$ cat config.mk
export PLATFORM = sky130hd
export DESIGN_NAME = fractional_phase_delay_core
export DESIGN_NICKNAME = d
export VERILOG_FILES = /design/src/rtl/fpd_pkg.sv /design/src/rtl/fractional_phase_delay_core.sv
export SDC_FILE = /design/constraint.sdc
export NUM_CORES = 2
export LEC_CHECK = 0
export BUFFER_PORTS_ARGS = -buffer_cell sky130_fd_sc_hd__buf_2
export CORE_MARGIN = 2
export CORE_UTILIZATION = 42
export CTS_CLUSTER_DIAMETER = 80
export CTS_CLUSTER_SIZE = 16
export DETAILED_ROUTE_END_ITERATION = 7
export PLACE_DENSITY = 0.66
export RECOVER_POWER = 25
export SLEW_MARGIN = 5
export SYNTH_ARGS = -nofsm -noshare
export SYNTH_HDL_FRONTEND = slang
export SYNTH_SLANG_ARGS = --single-unit
$ cat constraint.sdc
create_clock -name clk -period 15.26 [get_ports clk]
set_clock_uncertainty 0.1 [all_clocks]
set_input_delay 1.526 -clock clk [delete_from_list [all_inputs] [get_ports clk]]
set_output_delay 1.526 -clock clk [all_outputs]
set_load 0.005 [all_outputs]
$ cat src/rtl/fpd_pkg.sv
// Shared types and constants for the fractional phase delay core.
// No dependencies; imported by fractional_phase_delay_core.
package fpd_pkg;

    // Default widths of the sample path and the phase register
    localparam int SAMPLE_WIDTH_DEF = 24;
    localparam int PHASE_WIDTH_DEF  = 16;

    // Period word: unsigned 16.8 fixed point
    localparam int PERIOD_WIDTH = 24;
    localparam int PERIOD_FRAC  = 8;

    // Whole-sample shift, skip count and Q.16 fraction weight
    localparam int SHIFT_WIDTH  = PERIOD_WIDTH - PERIOD_FRAC + 1;
    localparam int SKIP_WIDTH   = SHIFT_WIDTH + 1;
    localparam int WEIGHT_WIDTH = 16;

    localparam int FUNC_WIDTH = 2;

    typedef enum logic [FUNC_WIDTH-1:0] {
        FUNC_PLUS   = 2'b00,
        FUNC_MINUS  = 2'b01,
        FUNC_PERIOD = 2'b10
    } func_t;

    typedef enum logic {
        CHANNEL_PLUS  = 1'b0,
        CHANNEL_MINUS = 1'b1
    } channel_t;

endpackage

$ cat src/rtl/fractional_phase_delay_core.sv
// Fractional phase delay core: two-channel phase shifter with skip and interpolation.
// Depends on fpd_pkg. An accepted item is registered in the item stage, then its result
// in the result register. Throughput: one item per cycle while neither result_stall nor
// a register write holds the item stage (shift recompute: 16x24 multiply, saturating add).
// Reset: asynchronous, active low; clears the phase, period, shift, skip count,
// fraction weight and both held samples.
module fractional_phase_delay_core #(
    parameter int SAMPLE_WIDTH = fpd_pkg::SAMPLE_WIDTH_DEF,
    parameter int PHASE_WIDTH  = fpd_pkg::PHASE_WIDTH_DEF
) (
    input  logic                                 clk,
    input  logic                                 rst_n,
    // input item channel
    input  logic                                 item_valid,
    output logic                                 item_stall,
    input  logic [fpd_pkg::FUNC_WIDTH-1:0]       func,
    input  logic signed [SAMPLE_WIDTH-1:0]       sample_in,
    input  logic [fpd_pkg::PERIOD_WIDTH-1:0]     period_value,
    // result item channel
    output logic                                 result_valid,
    input  logic                                 result_stall,
    output logic                                 channel,
    output logic signed [SAMPLE_WIDTH-1:0]       sample_out,
    // phase offset register write
    input  logic                                 cfg_write,
    input  logic signed [PHASE_WIDTH-1:0]        cfg_data
);

    import fpd_pkg::*;

    // Product of phase and period carries FRAC_BITS fraction bits
    localparam int PROD_WIDTH = PHASE_WIDTH + PERIOD_WIDTH + 1;
    localparam int FRAC_BITS  = PHASE_WIDTH + PERIOD_FRAC;
    localparam logic [PROD_WIDTH-1:0] PROD_HALF = PROD_WIDTH'(1) << (FRAC_BITS - 1);

    // Interpolation product: difference times weight (weight up to one half turn)
    localparam int DIFF_WIDTH = SAMPLE_WIDTH + 1;
    localparam int MIX_WIDTH  = DIFF_WIDTH + WEIGHT_WIDTH + 1;
    localparam logic [MIX_WIDTH-1:0] MIX_HALF = MIX_WIDTH'(1) << (WEIGHT_WIDTH - 1);

    localparam logic signed [SKIP_WIDTH-1:0] SKIP_MAX = {1'b0, {(SKIP_WIDTH-1){1'b1}}};
    localparam logic signed [SKIP_WIDTH-1:0] SKIP_MIN = {1'b1, {(SKIP_WIDTH-1){1'b0}}};
    localparam logic signed [SKIP_WIDTH-1:0] SKIP_ONE = SKIP_WIDTH'(1);

    // ------------------------------------------------------------------
    // Registers
    // ------------------------------------------------------------------
    // item stage
    logic                              s1_valid_reg, s1_valid_next;
    logic [FUNC_WIDTH-1:0]             s1_func_reg;
    logic signed [SAMPLE_WIDTH-1:0]    s1_sample_reg;
    logic [PERIOD_WIDTH-1:0]           s1_period_reg;

    // configuration and shift state
    logic signed [PHASE_WIDTH-1:0]     phase_reg;
    logic                              recompute_req_reg, recompute_req_next;
    logic [PERIOD_WIDTH-1:0]           period_reg, period_next;
    logic signed [SHIFT_WIDTH-1:0]     shift_reg, shift_next;
    logic signed [SKIP_WIDTH-1:0]      skip_reg, skip_next;
    logic signed [WEIGHT_WIDTH-1:0]    weight_reg, weight_next;

    // lookahead samples of each channel
    logic signed [SAMPLE_WIDTH-1:0]    held_plus_reg, held_plus_next;
    logic signed [SAMPLE_WIDTH-1:0]    held_minus_reg, held_minus_next;
    logic                              plus_valid_reg, plus_valid_next;
    logic                              minus_valid_reg, minus_valid_next;

    // result register
    logic                              result_valid_reg, result_valid_next;
    logic                              channel_reg, channel_next;
    logic signed [SAMPLE_WIDTH-1:0]    sample_out_reg, sample_out_next;

    // ------------------------------------------------------------------
    // Handshake
    // ------------------------------------------------------------------
    logic item_accept;
    logic advance;
    logic item_go;

    // The result register takes a new value when it is empty or being drained.
    assign advance = !result_valid_reg || !result_stall;
    // A pending recompute owns the shift state; hold the item stage.
    assign item_go     = s1_valid_reg && advance && !recompute_req_reg;
    assign item_stall  = s1_valid_reg && !item_go;
    assign item_accept = item_valid && !item_stall;

    // ------------------------------------------------------------------
    // Shift recompute: prod = phase * period, round half up to whole samples
    // ------------------------------------------------------------------
    logic [PERIOD_WIDTH-1:0]           period_src;
    logic signed [PROD_WIDTH-1:0]      prod;
    logic signed [PROD_WIDTH-1:0]      prod_rnd;
    logic signed [SHIFT_WIDTH-1:0]     shift_new;
    logic signed [WEIGHT_WIDTH-1:0]    weight_new;
    logic signed [SKIP_WIDTH:0]        skip_sum;
    logic signed [SKIP_WIDTH-1:0]      skip_sat;

    assign period_src = recompute_req_reg ? period_reg : s1_period_reg;
    assign prod       = $signed(phase_reg) * $signed({1'b0, period_src});
    assign prod_rnd   = prod + $signed(PROD_HALF);
    // Arithmetic shift right by FRAC_BITS: the upper bits are the rounded shift.
    assign shift_new  = prod_rnd[PROD_WIDTH-1:FRAC_BITS];
    // Remainder is the low field minus one half; its top 16 bits with the
    // sign bit flipped give the floored Q.16 weight.
    assign weight_new = {~prod_rnd[FRAC_BITS-1],
                         prod_rnd[FRAC_BITS-2:FRAC_BITS-WEIGHT_WIDTH]};

    // Add the change of the whole shift to the skip count, saturating.
    assign skip_sum = {skip_reg[SKIP_WIDTH-1], skip_reg}
                    + {{2{shift_new[SHIFT_WIDTH-1]}}, shift_new}
                    - {{2{shift_reg[SHIFT_WIDTH-1]}}, shift_reg};

    always_comb
    begin
        if (skip_sum[SKIP_WIDTH] != skip_sum[SKIP_WIDTH-1])
        begin
            skip_sat = skip_sum[SKIP_WIDTH] ? SKIP_MIN : SKIP_MAX;
        end
        else
        begin
            skip_sat = skip_sum[SKIP_WIDTH-1:0];
        end
    end

    // ------------------------------------------------------------------
    // Interpolation: held + round((new - held) * w / 2^16)
    // ------------------------------------------------------------------
    logic                              is_minus;
    logic signed [SAMPLE_WIDTH-1:0]    held_sel;
    logic [WEIGHT_WIDTH-1:0]           w_plus;
    logic [WEIGHT_WIDTH-1:0]           w_minus;
    logic [WEIGHT_WIDTH-1:0]           w_sel;
    logic signed [DIFF_WIDTH-1:0]      diff;
    logic signed [MIX_WIDTH-1:0]       mix_prod;
    logic signed [MIX_WIDTH-1:0]       mix_rnd;
    logic signed [SAMPLE_WIDTH-1:0]    mix_out;

    assign is_minus = (s1_func_reg == FUNC_MINUS);
    assign held_sel = is_minus ? held_minus_reg : held_plus_reg;

    // Positive weight acts on plus, negative weight on minus, else pass through.
    assign w_plus  = weight_reg[WEIGHT_WIDTH-1] ? '0 : weight_reg;
    assign w_minus = weight_reg[WEIGHT_WIDTH-1] ? WEIGHT_WIDTH'(-weight_reg) : '0;
    assign w_sel   = is_minus ? w_minus : w_plus;

    assign diff     = {s1_sample_reg[SAMPLE_WIDTH-1], s1_sample_reg}
                    - {held_sel[SAMPLE_WIDTH-1], held_sel};
    assign mix_prod = diff * $signed({1'b0, w_sel});
    assign mix_rnd  = mix_prod + $signed(MIX_HALF);
    // Result lies between held and new sample, so the low bits are exact.
    assign mix_out  = held_sel + mix_rnd[WEIGHT_WIDTH+SAMPLE_WIDTH-1:WEIGHT_WIDTH];

    // ------------------------------------------------------------------
    // Next state
    // ------------------------------------------------------------------
    logic produce;
    logic held_valid_sel;
    logic drop;

    assign held_valid_sel = is_minus ? minus_valid_reg : plus_valid_reg;

    always_comb
    begin
        period_next       = period_reg;
        shift_next        = shift_reg;
        skip_next         = skip_reg;
        weight_next       = weight_reg;
        held_plus_next    = held_plus_reg;
        held_minus_next   = held_minus_reg;
        plus_valid_next   = plus_valid_reg;
        minus_valid_next  = minus_valid_reg;
        produce           = 1'b0;
        drop              = 1'b0;
        channel_next      = is_minus ? CHANNEL_MINUS : CHANNEL_PLUS;
        sample_out_next   = mix_out;
        recompute_req_next = cfg_write;

        // Recompute after a register write, ahead of any item
        if (recompute_req_reg)
        begin
            period_next = period_src;
            shift_next  = shift_new;
            weight_next = weight_new;
            skip_next   = skip_sat;
        end
        else if (item_go)
        begin
            unique case (s1_func_reg)
                FUNC_PERIOD:
                begin
                    period_next = period_src;
                    shift_next  = shift_new;
                    weight_next = weight_new;
                    skip_next   = skip_sat;
                end
                FUNC_PLUS, FUNC_MINUS:
                begin
                    drop = is_minus ? skip_reg[SKIP_WIDTH-1]
                                    : (!skip_reg[SKIP_WIDTH-1] && (skip_reg != '0));
                    if (drop)
                    begin
                        // Drop: move the count one toward zero, replace held sample if one is held
                        skip_next = is_minus ? skip_reg + SKIP_ONE : skip_reg - SKIP_ONE;
                        if (held_valid_sel)
                        begin
                            if (is_minus)
                            begin
                                held_minus_next = s1_sample_reg;
                            end
                            else
                            begin
                                held_plus_next = s1_sample_reg;
                            end
                        end
                    end
                    else
                    begin
                        produce = held_valid_sel;
                        if (is_minus)
                        begin
                            held_minus_next  = s1_sample_reg;
                            minus_valid_next = 1'b1;
                        end
                        else
                        begin
                            held_plus_next  = s1_sample_reg;
                            plus_valid_next = 1'b1;
                        end
                    end
                end
                default:
                begin
                    // unused code: no state change, no result
                end
            endcase
        end
    end

    assign s1_valid_next     = item_accept ? 1'b1 : (item_go ? 1'b0 : s1_valid_reg);
    assign result_valid_next = advance ? produce : result_valid_reg;

    // ------------------------------------------------------------------
    // Control and state registers
    // ------------------------------------------------------------------
    always_ff @(posedge clk or negedge rst_n)
    begin
        if (!rst_n)
        begin
            s1_valid_reg      <= 1'b0;
            phase_reg         <= '0;
            recompute_req_reg <= 1'b0;
            period_reg        <= '0;
            shift_reg         <= '0;
            skip_reg          <= '0;
            weight_reg        <= '0;
            held_plus_reg     <= '0;
            held_minus_reg    <= '0;
            plus_valid_reg    <= 1'b0;
            minus_valid_reg   <= 1'b0;
            result_valid_reg  <= 1'b0;
        end
        else
        begin
            s1_valid_reg      <= s1_valid_next;
            recompute_req_reg <= recompute_req_next;
            if (cfg_write)
            begin
                phase_reg <= cfg_data;
            end
            period_reg        <= period_next;
            shift_reg         <= shift_next;
            skip_reg          <= skip_next;
            weight_reg        <= weight_next;
            held_plus_reg     <= held_plus_next;
            held_minus_reg    <= held_minus_next;
            plus_valid_reg    <= plus_valid_next;
            minus_valid_reg   <= minus_valid_next;
            result_valid_reg  <= result_valid_next;
        end
    end

    // ------------------------------------------------------------------
    // Payload registers: item stage and result
    // ------------------------------------------------------------------
    always_ff @(posedge clk)
    begin
        if (item_accept)
        begin
            s1_func_reg   <= func;
            s1_sample_reg <= sample_in;
            s1_period_reg <= period_value;
        end
        if (advance && produce)
        begin
            channel_reg    <= channel_next;
            sample_out_reg <= sample_out_next;
        end
    end

    assign result_valid = result_valid_reg;
    assign channel      = channel_reg;
    assign sample_out   = sample_out_reg;

endmodule
==> run metrics <==
outcome finished, violations left; failing checks capacitance limit, slew limit; Netlist cell types 90; RSZ-0062 raised after global routing no; largest net degree at the start of global routing 87; period utilization 0.890; final non-filler cell total 5600; Post-synth EDFFs 75; Max Clock Freq 73.7 MHz; H-tree levels 1; post-synthesis net count 5399; setup_tns 0 ns; RePlAce Congestion 0.933; Worst EP arrival 13.82 ns; WP data required 15.50 ns; drt pass-1 iters 7; Worst Setup Start Kind register; CTS Hold Bufs 0; Vias 28600; vias in the first global route 30200; Root Driver clkbuf_16; critical path capture point type register; Slowest cell on crit path xor2_1; Finish-stage setup viols 0; Max-Cap Viols 1; CTS tree built; DRT iter0 DRCs 1768; ys flop type dfrtp_1; Routed WL per cell 18.2 um; final hold violations 0; initial antenna violation count 1; clk buf depth 3; final wirelength 102000 um; Post-DRT Antenna Nets 0; worst skew pair latency 0.60 ns; first-pass GRT wire length 165000 um; CTS Buf Count 25; Avg Synthesized Cell Area 9.14 um^2; Post-DP HPWL 81900 um; Tot GR Track Use 0.221; Vias/cell 5.10; Warnings, synthesis 0; IO Pins 98; cells after synthesis 4305; Die Footprint 0.0962 mm^2; slowest stage delay, CP 0.92 ns; CTS Sinks 219; Remaining Overflow, GRT 0; Worst-Margin Slew 5.27 ns; Die X 310 um; NumNets Final 5420; Core Box Area 0.0930 mm^2; worst-path maximum fanout 33; final routed DRC violation total 0; fin crit period 13.58 ns; Synth async-reset ratio 0.658; placed cells 5553; Initial Util 0.423; Area growth, synth to finish 6.89%; Slew headroom -2.51; Worst path most repeated cell fa_1; FP Rows 112; min-delay src minus_valid_reg$_DFFE_PN0P_; sequential area share after synthesis 0.149; port bufs 97; origin of the worst setup path s1_func_reg[1]$_DFFE_PP_; #FFs+latches synth 219; HP Class reg2reg; die extent in y 310 um; Worst R2R Start s1_func_reg[1]$_DFFE_PP_; Clk pin slew, worst setup/hold paths 0.07 ns; post-CTS setup buffers 0; Post-Syn Area 0.0394 mm^2; Max Slew Vio Count 87; share of layout cells above drive strength 1 0.0736; Setup CP Type reg2reg; PostCTS Resize Cnt 0
metal layers:
metal	share of wire	wire length (um)	GRT usage	vias to the layer above
met4	0.040	4110	0.0812	0
li1	-	-	-	13200
met5	0	0	0	-
met2	0.46	47000	0.362	881
met3	0.073	7450	0.0417	170
met1	0.43	43300	0.291	14300
final timing paths:
| check | end | slack [ns] | cells past startpoint |
|---|---|---|---|
| max reg2reg | sample_out[23]$_DFFE_PP_ | 1.68 | 45 |
| min in group asynchronous | period_reg[19]$_DFFE_PN0P_ | 2.75 | 1 |
| min | minus_valid_reg$_DFFE_PN0P_ | 0.37 | 1 |
| max in group asynchronous | recompute_req_reg$_DFF_PN0_ | 9.00 | 1 |
| min reg2reg | minus_valid_reg$_DFFE_PN0P_ | 0.37 | 1 |
| max | sample_out[23]$_DFFE_PP_ | 1.68 | 45 |
critical path: cells and delay by family, from the launching register on:
family,cells,cell delay (ns)
buffers and inverters,6,0.73
AOI/OAI and AO/OA,15,4.05
DFF,1,0.47
xor gates and xnor gates,4,1.24
adders and majority gates,11,4.71
and+or+nand+nor,9,2.04
layout by cell type (no fill, tap or decap), types with 11 or more instances in the layout:
cell,n
and2_1,145
clkbuf_1,16
nor2b_1,32
a21oi_1,116
o21a_1,16
nand2b_1,45
nand3_1,15
a211oi_1,11
xor2_1,60
nand2_1,482
buf_2,84
o21ai_0,76
clkbuf_16,25
dfrtp_1,143
nor3_1,33
o22a_1,11
nor4_1,12
ha_1,320
o21bai_1,12
o22ai_1,16
mux2_2,81
inv_1,970
buf_4,45
fa_1,703
edfxtp_1,75
mux2i_1,33
nand4_1,14
a21o_1,39
xnor2_1,121
nor2_1,391
or2_2,17
stage by stage:
step           cell area [um^2]   util  setup slack (ns)  hold slack, ns
3_5_place_dp              41300  0.443              1.75           0.354
5_1_grt                   42100  0.452             0.864           0.389
2_1_floorplan             39400      -              2.80           0.341
3_3_place_gp              41300  0.443              2.07           0.358
6_report                  42100  0.452              1.68           0.367
4_1_cts                   42100  0.452              1.75           0.371
layout make-up:
| class | instances | area (um^2) |
|---|---|---|
| fill | 9017 | 51000 |
| multi-input combinational | 2965 | 29300 |
| sequential | 219 | 5860 |
| inverter | 973 | 3650 |
| tap | 1254 | 1570 |
| timing repair buffer | 142 | 807 |
| clock buffer | 28 | 637 |
| clock inverter | 18 | 203 |
| antenna | 1 | 2.50 |
synthesized netlist by cell type (6+ instances only):
cell type | number | area [um^2]
a211oi_1 | 11 | 82.6
a21o_1 | 39 | 293
a21oi_1 | 116 | 581
a31oi_1 | 10 | 62.6
and2_1 | 146 | 913
and3_1 | 8 | 50.1
buf_1 | 11 | 41.3
buf_2 | 6 | 30.0
clkbuf_1 | 130 | 488
dfrtp_1 | 144 | 3600
edfxtp_1 | 75 | 2250
fa_1 | 703 | 14100
ha_1 | 320 | 4000
inv_1 | 970 | 3640
maj3_1 | 8 | 80.1
maj3_2 | 6 | 67.6
mux2_2 | 81 | 912
mux2i_1 | 33 | 330
nand2_1 | 482 | 1810
nand2b_1 | 46 | 288
nand3_1 | 15 | 75.1
nand4_1 | 14 | 87.6
nor2_1 | 391 | 1470
nor2b_1 | 32 | 200
nor3_1 | 33 | 165
nor4_1 | 12 | 75.1
o211ai_1 | 8 | 60.1
o21a_1 | 16 | 120
o21ai_0 | 76 | 380
o21ai_1 | 9 | 45.0
o21bai_1 | 12 | 90.1
o22a_1 | 11 | 96.3
o22ai_1 | 19 | 119
or2_2 | 17 | 106
or3_1 | 9 | 56.3
xnor2_1 | 121 | 1060
xor2_1 | 60 | 526
logic make-up after synthesis:
kind of cell / Yosys count / share of synthesized area
simple gates: 1220 / 0.138
mux: 116 / 0.0323
flops: 219 / 0.149
buf+inv: 1121 / 0.107
compound gates: 406 / 0.0678
xor+xnor: 186 / 0.0426
fa+ha+maj: 1037 / 0.463
Power is not shown: default switching activity piles up to over one toggle a cycle in this logic, so the estimate is an artifact.
